===== src/sv/ssh_pkg.sv =====
package ssh_pkg;

  localparam int HASH_W      = 32;
  localparam int TOTAL_LEN_W = 16;
  localparam int COUNT_W     = 3;
  localparam int QDEPTH      = 2;
  localparam int QPTR_W      = $clog2(QDEPTH);
  localparam int QCNT_W      = $clog2(QDEPTH + 1);

  typedef enum logic [2:0] {
    MIX_NONE,
    MIX_ONE,
    MIX_TWO,
    MIX_THREE,
    MIX_FULL
  } mix_kind_t;

  typedef struct packed {
    logic                   first;
    logic                   last;
    mix_kind_t              kind;
    logic [TOTAL_LEN_W-1:0] length;
    logic [HASH_W-1:0]      data;
  } ssh_item_t;

  typedef struct packed {
    logic [HASH_W-1:0] hash;
    logic              empty;
  } fin_item_t;

  function automatic mix_kind_t classify(input logic [COUNT_W-1:0] byte_count);
    mix_kind_t k;
    case (byte_count)
      3'd0: k = MIX_NONE;
      3'd1: k = MIX_ONE;
      3'd2: k = MIX_TWO;
      3'd3: k = MIX_THREE;
      default: k = MIX_FULL;
    endcase
    return k;
  endfunction

  function automatic logic [HASH_W-1:0] mix_word(input logic [HASH_W-1:0] h_in,
                                                 input logic [HASH_W-1:0] w,
                                                 input mix_kind_t kind);
    logic [HASH_W-1:0] lo;
    logic [HASH_W-1:0] hi;
    logic [HASH_W-1:0] s8a;
    logic [HASH_W-1:0] s8b;
    logic [HASH_W-1:0] t;
    logic [HASH_W-1:0] h;
    lo  = {16'd0, w[15:0]};
    hi  = {16'd0, w[31:16]};
    s8a = {{24{w[7]}}, w[7:0]};
    s8b = {{24{w[23]}}, w[23:16]};
    h   = h_in;
    t   = '0;
    case (kind)
      MIX_FULL: begin
        h = h + lo;
        t = (hi << 11) ^ h;
        h = (h << 16) ^ t;
        h = h + (h >> 11);
      end
      MIX_THREE: begin
        h = h + lo;
        h = h ^ (h << 16);
        h = h ^ (s8b << 18);
        h = h + (h >> 11);
      end
      MIX_TWO: begin
        h = h + lo;
        h = h ^ (h << 11);
        h = h + (h >> 17);
      end
      MIX_ONE: begin
        h = h + s8a;
        h = h ^ (h << 10);
        h = h + (h >> 1);
      end
      default: begin
        h = h_in;
      end
    endcase
    return h;
  endfunction

  function automatic logic [HASH_W-1:0] fin_step1(input logic [HASH_W-1:0] h_in);
    logic [HASH_W-1:0] h;
    h = h_in ^ (h_in << 3);
    h = h + (h >> 5);
    return h;
  endfunction

  function automatic logic [HASH_W-1:0] fin_step2(input logic [HASH_W-1:0] h_in);
    logic [HASH_W-1:0] h;
    h = h_in ^ (h_in << 4);
    h = h + (h >> 17);
    return h;
  endfunction

  function automatic logic [HASH_W-1:0] fin_step3(input logic [HASH_W-1:0] h_in);
    logic [HASH_W-1:0] h;
    h = h_in ^ (h_in << 25);
    h = h + (h >> 6);
    return h;
  endfunction

endpackage


===== src/sv/ssh_in_if.sv =====
interface ssh_in_if;
  import ssh_pkg::*;

  logic                   valid;
  logic                   ready;
  logic                   first_word;
  logic [TOTAL_LEN_W-1:0] total_length;
  logic [HASH_W-1:0]      data_word;
  logic [COUNT_W-1:0]     byte_count;
  logic                   last_word;

  modport source (
    output valid, first_word, total_length, data_word, byte_count, last_word,
    input  ready
  );

  modport sink (
    input  valid, first_word, total_length, data_word, byte_count, last_word,
    output ready
  );
endinterface


===== src/sv/ssh_out_if.sv =====
interface ssh_out_if;
  import ssh_pkg::*;

  logic              valid;
  logic              ready;
  logic [HASH_W-1:0] hash_value;

  modport source (
    output valid, hash_value,
    input  ready
  );

  modport sink (
    input  valid, hash_value,
    output ready
  );
endinterface


===== src/sv/ssh_front.sv =====
module ssh_front (
  ssh_in_if.sink            in_chan,
  input  logic              full,
  output logic              push,
  output ssh_pkg::ssh_item_t push_item
);
  import ssh_pkg::*;

  assign in_chan.ready = !full;
  assign push          = in_chan.valid && !full;

  always_comb begin
    push_item.first  = in_chan.first_word;
    push_item.last   = in_chan.last_word;
    push_item.kind   = classify(in_chan.byte_count);
    push_item.length = in_chan.total_length;
    push_item.data   = in_chan.data_word;
  end
endmodule


===== src/sv/ssh_queue.sv =====
module ssh_queue (
  input  logic               clk,
  input  logic               rst_n,
  input  logic               push,
  input  ssh_pkg::ssh_item_t push_item,
  output logic               full,
  output logic               q_valid,
  output ssh_pkg::ssh_item_t q_item,
  input  logic               pop
);
  import ssh_pkg::*;

  ssh_item_t          entries_r [QDEPTH];
  logic [QPTR_W-1:0]  wr_ptr_r, wr_ptr_nxt;
  logic [QPTR_W-1:0]  rd_ptr_r, rd_ptr_nxt;
  logic [QCNT_W-1:0]  count_r, count_nxt;

  assign full    = (count_r == QCNT_W'(QDEPTH));
  assign q_valid = (count_r != '0);
  assign q_item  = entries_r[rd_ptr_r];

  always_comb begin
    wr_ptr_nxt = wr_ptr_r;
    rd_ptr_nxt = rd_ptr_r;
    if (push) begin
      wr_ptr_nxt = (wr_ptr_r == QPTR_W'(QDEPTH - 1)) ? '0 : wr_ptr_r + 1'b1;
    end
    if (pop) begin
      rd_ptr_nxt = (rd_ptr_r == QPTR_W'(QDEPTH - 1)) ? '0 : rd_ptr_r + 1'b1;
    end
    count_nxt = count_r + QCNT_W'(push) - QCNT_W'(pop);
  end

  always_ff @(posedge clk) begin
    if (!rst_n) begin
      wr_ptr_r <= '0;
      rd_ptr_r <= '0;
      count_r  <= '0;
    end else begin
      wr_ptr_r <= wr_ptr_nxt;
      rd_ptr_r <= rd_ptr_nxt;
      count_r  <= count_nxt;
    end
  end

  always_ff @(posedge clk) begin
    if (push) begin
      entries_r[wr_ptr_r] <= push_item;
    end
  end
endmodule


===== src/sv/ssh_back.sv =====
module ssh_back #(
  parameter int LENGTH_BITS = 16
) (
  input  logic               clk,
  input  logic               rst_n,
  input  logic               q_valid,
  input  ssh_pkg::ssh_item_t q_item,
  output logic               q_pop,
  output logic               fin_push,
  output ssh_pkg::fin_item_t fin_item,
  input  logic               fin_ready
);
  import ssh_pkg::*;

  localparam logic [HASH_W-1:0] LEN_MASK = HASH_W'((64'd1 << LENGTH_BITS) - 64'd1);

  logic [HASH_W-1:0]      running_hash_r, running_hash_nxt;
  logic [LENGTH_BITS-1:0] string_length_r, string_length_nxt;
  logic [HASH_W-1:0]      seed_len;
  logic [LENGTH_BITS-1:0] cur_len;
  logic [HASH_W-1:0]      base;
  logic [HASH_W-1:0]      mixed;

  always_comb begin
    seed_len = HASH_W'(q_item.length) & LEN_MASK;
    cur_len  = q_item.first ? seed_len[LENGTH_BITS-1:0] : string_length_r;
    base     = q_item.first ? seed_len : running_hash_r;
    mixed    = mix_word(base, q_item.data, q_item.kind);

    q_pop          = q_valid && (!q_item.last || fin_ready);
    fin_push       = q_valid && q_item.last && fin_ready;
    fin_item.hash  = mixed;
    fin_item.empty = (cur_len == '0);

    running_hash_nxt  = running_hash_r;
    string_length_nxt = string_length_r;
    if (q_pop) begin
      if (q_item.last) begin
        running_hash_nxt  = '0;
        string_length_nxt = '0;
      end else begin
        running_hash_nxt  = mixed;
        string_length_nxt = cur_len;
      end
    end
  end

  always_ff @(posedge clk) begin
    if (!rst_n) begin
      running_hash_r  <= '0;
      string_length_r <= '0;
    end else begin
      running_hash_r  <= running_hash_nxt;
      string_length_r <= string_length_nxt;
    end
  end
endmodule


===== src/sv/ssh_finish.sv =====
module ssh_finish (
  input  logic               clk,
  input  logic               rst_n,
  input  logic               fin_push,
  input  ssh_pkg::fin_item_t fin_item,
  output logic               fin_ready,
  ssh_out_if.source          out_chan
);
  import ssh_pkg::*;

  logic              a_v_r, a_v_nxt;
  logic              b_v_r, b_v_nxt;
  logic              c_v_r, c_v_nxt;
  logic              o_v_r, o_v_nxt;
  fin_item_t         a_r, b_r, c_r;
  logic [HASH_W-1:0] o_hash_r;
  logic              a_ready, b_ready, c_ready, o_ready;

  always_comb begin
    o_ready = !o_v_r || out_chan.ready;
    c_ready = !c_v_r || o_ready;
    b_ready = !b_v_r || c_ready;
    a_ready = !a_v_r || b_ready;

    a_v_nxt = a_ready ? fin_push : a_v_r;
    b_v_nxt = b_ready ? a_v_r : b_v_r;
    c_v_nxt = c_ready ? b_v_r : c_v_r;
    o_v_nxt = o_ready ? c_v_r : o_v_r;
  end

  assign fin_ready           = a_ready;
  assign out_chan.valid      = o_v_r;
  assign out_chan.hash_value = o_hash_r;

  always_ff @(posedge clk) begin
    if (!rst_n) begin
      a_v_r <= 1'b0;
      b_v_r <= 1'b0;
      c_v_r <= 1'b0;
      o_v_r <= 1'b0;
    end else begin
      a_v_r <= a_v_nxt;
      b_v_r <= b_v_nxt;
      c_v_r <= c_v_nxt;
      o_v_r <= o_v_nxt;
    end
  end

  always_ff @(posedge clk) begin
    if (a_ready && fin_push) begin
      a_r <= fin_item;
    end
    if (b_ready && a_v_r) begin
      b_r.hash  <= fin_step1(a_r.hash);
      b_r.empty <= a_r.empty;
    end
    if (c_ready && b_v_r) begin
      c_r.hash  <= fin_step2(b_r.hash);
      c_r.empty <= b_r.empty;
    end
    if (o_ready && c_v_r) begin
      o_hash_r <= c_r.empty ? '0 : fin_step3(c_r.hash);
    end
  end
endmodule


===== src/sv/superfast_string_hash.sv =====
// Streaming 32-bit string hash.
// in_chan takes one 32-bit word per item, earliest byte in bits 7:0. The first
// word of a string sets first_word and carries total_length; byte_count gives
// the valid bytes (4 on all but the last word, 0 to 4 on the last). The item
// with last_word set produces one result on out_chan: hash_value. An empty
// string (length 0) hashes to 0.
// Throughput: one item per cycle while the finish pipeline can take results, set
// by the mix round that updates the running hash.
// Path: a last word accepted on in_chan passes the queue, the mix stage and
// three finish stages before its result shows on out_chan.
// A two-entry queue separates the input side from the mix stage, so in_chan
// keeps taking items while results wait; when out_chan stalls the finish
// pipeline fills, then the queue, and only then in_chan.ready drops.
// Reset (rst_n low, synchronous) empties the queue and pipeline and clears the
// running hash and stored length.
module superfast_string_hash #(
  parameter int LENGTH_BITS = 16
) (
  input  logic      clk,
  input  logic      rst_n,
  ssh_in_if.sink    in_chan,
  ssh_out_if.source out_chan
);
  import ssh_pkg::*;

  logic      push;
  ssh_item_t push_item;
  logic      full;
  logic      q_valid;
  ssh_item_t q_item;
  logic      q_pop;
  logic      fin_push;
  fin_item_t fin_item;
  logic      fin_ready;

  ssh_front u_front (
    .in_chan   (in_chan),
    .full      (full),
    .push      (push),
    .push_item (push_item)
  );

  ssh_queue u_queue (
    .clk       (clk),
    .rst_n     (rst_n),
    .push      (push),
    .push_item (push_item),
    .full      (full),
    .q_valid   (q_valid),
    .q_item    (q_item),
    .pop       (q_pop)
  );

  ssh_back #(
    .LENGTH_BITS (LENGTH_BITS)
  ) u_back (
    .clk       (clk),
    .rst_n     (rst_n),
    .q_valid   (q_valid),
    .q_item    (q_item),
    .q_pop     (q_pop),
    .fin_push  (fin_push),
    .fin_item  (fin_item),
    .fin_ready (fin_ready)
  );

  ssh_finish u_finish (
    .clk       (clk),
    .rst_n     (rst_n),
    .fin_push  (fin_push),
    .fin_item  (fin_item),
    .fin_ready (fin_ready),
    .out_chan  (out_chan)
  );
endmodule


===== src/flat_wrapper.sv =====
// flat-port wrapper written by rule: the top's interface ports become plain ports
module superfast_string_hash_flat import ssh_pkg::*;
#(
  parameter int LENGTH_BITS = 16
)
  (clk, rst_n, in_chan_valid, in_chan_first_word, in_chan_total_length, in_chan_data_word, in_chan_byte_count, in_chan_last_word, in_chan_ready, out_chan_valid, out_chan_hash_value, out_chan_ready);
  ssh_in_if in_chan_i ();
  ssh_out_if out_chan_i ();
  input  logic clk;
  input  logic rst_n;
  input wire logic [$bits(in_chan_i.valid)-1:0] in_chan_valid;
  input wire logic [$bits(in_chan_i.first_word)-1:0] in_chan_first_word;
  input wire logic [$bits(in_chan_i.total_length)-1:0] in_chan_total_length;
  input wire logic [$bits(in_chan_i.data_word)-1:0] in_chan_data_word;
  input wire logic [$bits(in_chan_i.byte_count)-1:0] in_chan_byte_count;
  input wire logic [$bits(in_chan_i.last_word)-1:0] in_chan_last_word;
  output wire logic [$bits(in_chan_i.ready)-1:0] in_chan_ready;
  output wire logic [$bits(out_chan_i.valid)-1:0] out_chan_valid;
  output wire logic [$bits(out_chan_i.hash_value)-1:0] out_chan_hash_value;
  input wire logic [$bits(out_chan_i.ready)-1:0] out_chan_ready;
  assign in_chan_i.valid = in_chan_valid;
  assign in_chan_i.first_word = in_chan_first_word;
  assign in_chan_i.total_length = in_chan_total_length;
  assign in_chan_i.data_word = in_chan_data_word;
  assign in_chan_i.byte_count = in_chan_byte_count;
  assign in_chan_i.last_word = in_chan_last_word;
  assign in_chan_ready = in_chan_i.ready;
  assign out_chan_valid = out_chan_i.valid;
  assign out_chan_hash_value = out_chan_i.hash_value;
  assign out_chan_i.ready = out_chan_ready;
  superfast_string_hash #(.LENGTH_BITS(LENGTH_BITS)) u_core (.clk(clk), .rst_n(rst_n), .in_chan(in_chan_i), .out_chan(out_chan_i));
endmodule

===== config.mk =====
export PLATFORM = sky130hd
export DESIGN_NAME = superfast_string_hash_flat
export DESIGN_NICKNAME = d
export VERILOG_FILES = /design/src/sv/ssh_pkg.sv /design/src/sv/ssh_in_if.sv /design/src/sv/ssh_out_if.sv /design/src/sv/ssh_front.sv /design/src/sv/ssh_queue.sv /design/src/sv/ssh_back.sv /design/src/sv/ssh_finish.sv /design/src/sv/superfast_string_hash.sv /design/src/flat_wrapper.sv
export SDC_FILE = /design/constraint.sdc
export NUM_CORES = 1
export LEC_CHECK = 0
export BUFFER_PORTS_ARGS = -buffer_cell sky130_fd_sc_hd__buf_4
export CORE_MARGIN = 1
export CORE_UTILIZATION = 47
export DETAILED_ROUTE_END_ITERATION = 12
export GPL_TIMING_DRIVEN = 0
export PLACE_DENSITY = 0.74
export SYNTH_ARGS = -nofsm -noshare
export SYNTH_HDL_FRONTEND = slang
export SYNTH_SLANG_ARGS = --single-unit

===== constraint.sdc =====
create_clock -name clk -period 10.75 [get_ports clk]
set_clock_uncertainty 0.15 [all_clocks]
set_input_delay 1.6125 -clock clk [delete_from_list [all_inputs] [get_ports clk]]
set_output_delay 1.6125 -clock clk [all_outputs]
set_load 0.05 [all_outputs]

## Word level (Yosys, flattened, before mapping)

Memory sizes are Yosys's and may differ from the RTL's. A register that Yosys moved wholly into a read port is not among the register bits.
Cells that the tools add are included.
W data, S select, Z words.

- Output and inout port bits: 34
- Memories kept: 1
- Input bits: 57
- Flip-flop bits (word level): 187
- Logic and storage cells: 81
- RAM bits: 106

Memories:

| name | words | bits a word | rd ports | clocked after memory_dff | write ports | RTL line | RTL |
|---|---|---|---|---|---|---|---|
| u_core.u_queue.entries_r | 2 | 53 | 1 | 1 | 1 | ssh_queue.sv:13 | `ssh_item_t entries_r [QDEPTH];` |

- Equal/unequal tests: 8
- $add $sub $neg: 13
- Mux-type cells: 12
- Reductions and logical operators: 22
- Bitwise gates (word level): 9

Operator list:

| operator | count |
|---|---|
| $xor A32 B32 Y32 | 8 |
| $pmux W32 S4 | 1 |
| $add A32 B15 Y32 | 2 |
| $add A32 B21 Y32 | 2 |
| $mux W32 | 2 |
| $add A32 B16 Y32 | 1 |
| $add A32 B26 Y32 | 1 |
| $add A32 B27 Y32 | 1 |
| $add A32 B31 Y32 | 1 |
| $add A32 B32 Y32 | 1 |
| $mux W16 | 2 |
| $xor A27 B32 Y32 | 1 |
| $logic_not A16 Y1 | 1 |
| $eq A3 B2 Y1 const B | 4 |
| $pmux W3 S4 | 1 |
| $logic_and A1 B1 Y1 | 8 |
| $eq A3 B1 Y1 const B | 2 |
| $logic_not A1 Y1 | 6 |
| $mux W1 | 6 |
| $logic_or A1 B1 Y1 | 5 |
| $eq A3 B3 Y1 const B | 1 |
| $logic_not A3 Y1 | 1 |
| $add A1 B1 Y1 const B | 2 |
| $add A2 B1 Y2 | 1 |
| 3 further kinds | 3 |

## Longest topological paths before layout

- Word-level depth: 9
- Gate-level depth with buffers: 36
- Gate-level depth less buffers: 33

## Hierarchy

Synthesis repeated with hierarchy kept, for this count alone.

- Cell total of the unflattened synthesis: 2619
- Area total of the unflattened synthesis: 25160.4 um^2

Modules (own cells, without submodules):

| module | area an instance (um^2) | seq. area each (um^2) | cells each | times used |
|---|---|---|---|---|
| ssh_back | 11765.0 | 960.9 | 1580 | 1 |
| ssh_finish | 8687.1 | 4013.8 | 798 | 1 |
| ssh_queue | 4306.6 | 3283.1 | 186 | 1 |
| ssh_front | 401.6 | 0.0 | 55 | 1 |

## Worst setup path before layout

OpenSTA, ideal clock, no wires.

- Kind: flip-flop to flip-flop
- Start point: register (tool-made name)
- End point: register u_core.u_finish.a_r[30] (netlist bit), data pin
- Arrival time: 7.795 ns
- Library setup time: 0.264 ns
- Path buffers: 5
- Path slack: 2.541 ns
- Required time: 10.336 ns
- Cell stages (with the launch flop): 29
- Period minus slack after synthesis: 8.209 ns
- Path through: dfxtp_1 buf_1 clkbuf_1 buf_1 buf_1 buf_1 mux2_2 ha_1 a21o_1 a21oi_1 a21oi_2 o31ai_4 a21oi_1 xor2_1 xnor2_1 xnor2_1 ha_1 or4_1 a2111oi_0 o21ai_0 nand4_1 a31oi_1 a211oi_1 nand4b_1 nand2b_1 mux2i_1 xnor2_1 o21ai_0 nand3_1

RTL lines:

| element | RTL line | RTL |
|---|---|---|
| end signal, assigned | ssh_finish.sv:51 | `a_r <= fin_item;` |
| end, declared | ssh_finish.sv:15 | `fin_item_t a_r, b_r, c_r;` |

==> reports/metrics.yaml <==
run_status:
  status: "finished, final reports clean"
clock_tree:
  htree_num_levels: 1
  tritoncts: "done"
  numCtsBuffers: 30
  clock_insertion_delay_worst_skew_ps: 590
  cell_chosen_for_the_clock_root: "clkbuf_16"
  cts.clk_slew.worst_paths_ps: 60
  cts_sinks: 294
  hold_buffers: 0
  clk_path_buf_depth: 3
  cts_setup_buffers: 0
sta:
  max-slew-margin-rel: 0.0387
  report.final.hold_viol_count: 0
  setup_viol_count_final: 0
  finalCritPeriodShare: 0.942
  achievable-frequency_mhz: 98.7
  max_slew_violation_count: 0
  grt_setup_unrepaired: "false"
  finalWorstPathRequiredPeriod_ps: 10130
  worstMarginPinSlew_ps: 1430
place:
  dpl.cell_count: 3320
  gp_routability_congestion: 1.07
  placement.io_buffers: 90
  dp_hpwl_mm: 69.7
job:
  number_of_violations_of_the_max_capacitance_limit: 0
finish:
  design.final.nets: 2940
  fillCellCount: 4537
  areaGrowthSynthToFinish_pct: 11.5
  number_of_standard_cells_in_the_layout_taps_in_and_fillers_out: 3376
  final_layout_size_suffix_gt1_frac: 0.0869
yosys:
  yosys-top-cells-area: "edfxtp_1 (30%), ha_1 (10%), xnor2_1 (7.0%)"
  biggest_area_consumer_among_synthesized_cells: "edfxtp_1"
  avgSynthCellArea_um2: 9.35
  synth.cells.most_frequent: "nor2_1 (241), edfxtp_1 (237), a21oi_1 (210)"
  synth.top_cell.area_share: 0.298
  total_of_flip_flops_plus_latches_after_synthesis: 294
  synth_area_mm2: 0.0238
  synth_enable_flop_cells: 237
  syn_inst: 2552
  dominantRegCellSynth: "edfxtp_1"
  synth-warning-count: 0
  synth_cell_types: 103
  synth_fp_nets: 2813
  yosysSeqAreaShare: 0.346
  top_count_cell_post_synth: "nor2_1"
  ys_async_sr_fraction: 0
floorplan:
  initial_utilization: 0.476
  die_h_um: 227
  placement_rows: 82
  die_w_um: 227
  core_area_mm2: 0.0501
  floorplan.io_pins: 91
  die_footprint_mm2: 0.0516
route:
  ant_nets: 0
  vias_per_cell: 6.15
  post_dr_wirelength_cell_um: 25.1
  drt_iter0_drc: 1855
  vias: 20800
  route.detailed.drc: 0
  wl_mm: 84.9
  first_drt_pass_iteration_count: 5
min_path:
  min-delay-path-class: "reg2reg"
global_route:
  antenna_found_initial: 1
  gr-usage-met1: 0.407
  top_usage_layer: "met2"
  globalRouteOverflowTotal: 0
  grtUsageMet2: 0.541
  global_route.usage.total: 0.326
  grt_max_degree: 39
  met3_usage: 0.0502
  grt_pass1_vias: 20100
  grt_first_pass_wirelength_mm: 124
critical_path:
  worst_setup_path_endpoint: "u_core.u_finish.a_r[32]"
  worst-r2r-setup-slack_ps: 620
  critical_path_class: "reg2reg"
  r2r-end: "u_core.u_finish.a_r[32]"
  worstSetupEndpointType: "flop"
  cp_data_arrival_time_ps: 10240
  startpoint_type: "flop"
  cp_max_fo: 19
  r2r.worst_path.cells: 27
  cp.required_ps: 10860
[cells by family after synthesis]
kind of cell               synth area share
and+or+nand+nor                       0.150
AOI/OAI and AO/OA                     0.199
xor gates and xnor gates              0.142
DFF                                   0.346
adders and majority gates             0.110
buffers and inverters                0.0259
muxes                                0.0278
[sequential cells by signal (all words and copies together), names as in the netlist, 2 cells and up, named ones only]
name / cells
u_core.u_back.running_hash_r: 32
u_core.u_finish.c_r: 33
u_core.u_queue.count_r: 2
u_core.u_back.string_length_r: 16
u_core.u_finish.a_r: 33
u_core.u_finish.b_r: 33
u_core.u_finish.out_chan.hash_value: 32
u_core.u_queue.entries_r: 106
[cell usage in the layout (no fill, tap or decap), drive strengths merged, types with 27 or more instances in the layout]
cell | synthesis | final
a21o | 62 | 62
a21oi | 214 | 214
a31oi | 29 | 29
and3 | 35 | 35
buf | 13 | 106
clkbuf | 44 | 90
dfxtp | 57 | 57
edfxtp | 237 | 237
ha | 196 | 196
inv | 104 | 104
mux2i | 44 | 44
nand2 | 188 | 188
nand3 | 64 | 64
nand4 | 27 | 27
nor2 | 242 | 242
nor3 | 49 | 49
o21a | 40 | 40
o21ai | 130 | 130
o21bai | 35 | 35
xnor2 | 194 | 194
xor2 | 156 | 156
[metal layers]
metal	vias to the layer above	routed length, um
met2	806	39400
met3	214	5550
met5	-	0
met4	0	5210
met1	10000	34700
li1	9702	-
[stage by stage]
| step | TNS (ps) | area [um2] | util | hold WS (ps) | worst slack (ps) |
|---|---|---|---|---|---|
| 3_3_place_gp | -8960 | 25400 | 0.507 | 252 | -550 |
| 6_report | 0 | 26600 | 0.531 | 272 | 621 |
| 3_5_place_dp | -9300 | 25500 | 0.510 | 256 | -587 |
| 2_1_floorplan | 0 | 23800 | - | 250 | 2540 |
| 4_1_cts | 0 | 26600 | 0.531 | 270 | 23.6 |
| 5_1_grt | 0 | 26600 | 0.531 | 286 | 121 |
[final cells by class]
class / count / area [um2] / share of cell area
clock inverters: 11 / 144 / 0.00541
plain buffers: 56 / 233 / 0.00875
diodes: 1 / 2.50 / 0.0000941
clock buffers: 45 / 900 / 0.0338
inverters: 105 / 394 / 0.0148
flip-flops and latches: 294 / 8260 / 0.311
repair buffers: 96 / 781 / 0.0294
multi-input cells: 2096 / 15000 / 0.565
well taps: 672 / 841 / 0.0316
[how the worst min path moves through the flow]
stage	startpoint	to	cells past startpoint
6_report	u_core.u_finish.b_r[0]	u_core.u_finish.c_r[0]	0
5_1_grt	u_core.u_finish.a_r[0]	u_core.u_finish.b_r[0]	0
4_1_cts	u_core.u_finish.a_r[0]	u_core.u_finish.b_r[0]	0
3_3_place_gp	u_core.u_finish.a_r[0]	u_core.u_finish.b_r[0]	0
2_1_floorplan	u_core.u_finish.a_r[0]	u_core.u_finish.b_r[0]	0
3_5_place_dp	u_core.u_finish.a_r[0]	u_core.u_finish.b_r[0]	0
[what timing repair did]
item                                   CTS  global route
endpoints found under the hold margin    0             0
gates resized for setup                  7             5
pin swaps                                0             0
setup endpoints to repair               34            32
[worst max-delay path, stage by stage (launching register included)]
cell	delay, ps
dfxtp_1	480
clkbuf_4	440
clkdlybuf4s15_2	570
buf_2	430
buf_1	490
mux2_2	410
ha_1	340
a21o_1	220
a21oi_1	450
a31oi_1	310
xnor2_1	940
inv_1	430
xnor3_1	620
inv_1	150
ha_1	300
a21oi_1	100
o2111ai_1	350
a31o_2	230
nand2_1	60
a21oi_1	170
o21ai_0	130
nor3b_1	460
and4_1	380
and4_1	300
nand3_1	120
xnor2_1	170
a22oi_1	330
a41oi_1	240
Power is not shown: default switching activity piles up to over one toggle a cycle in this logic, so the estimate is an artifact.
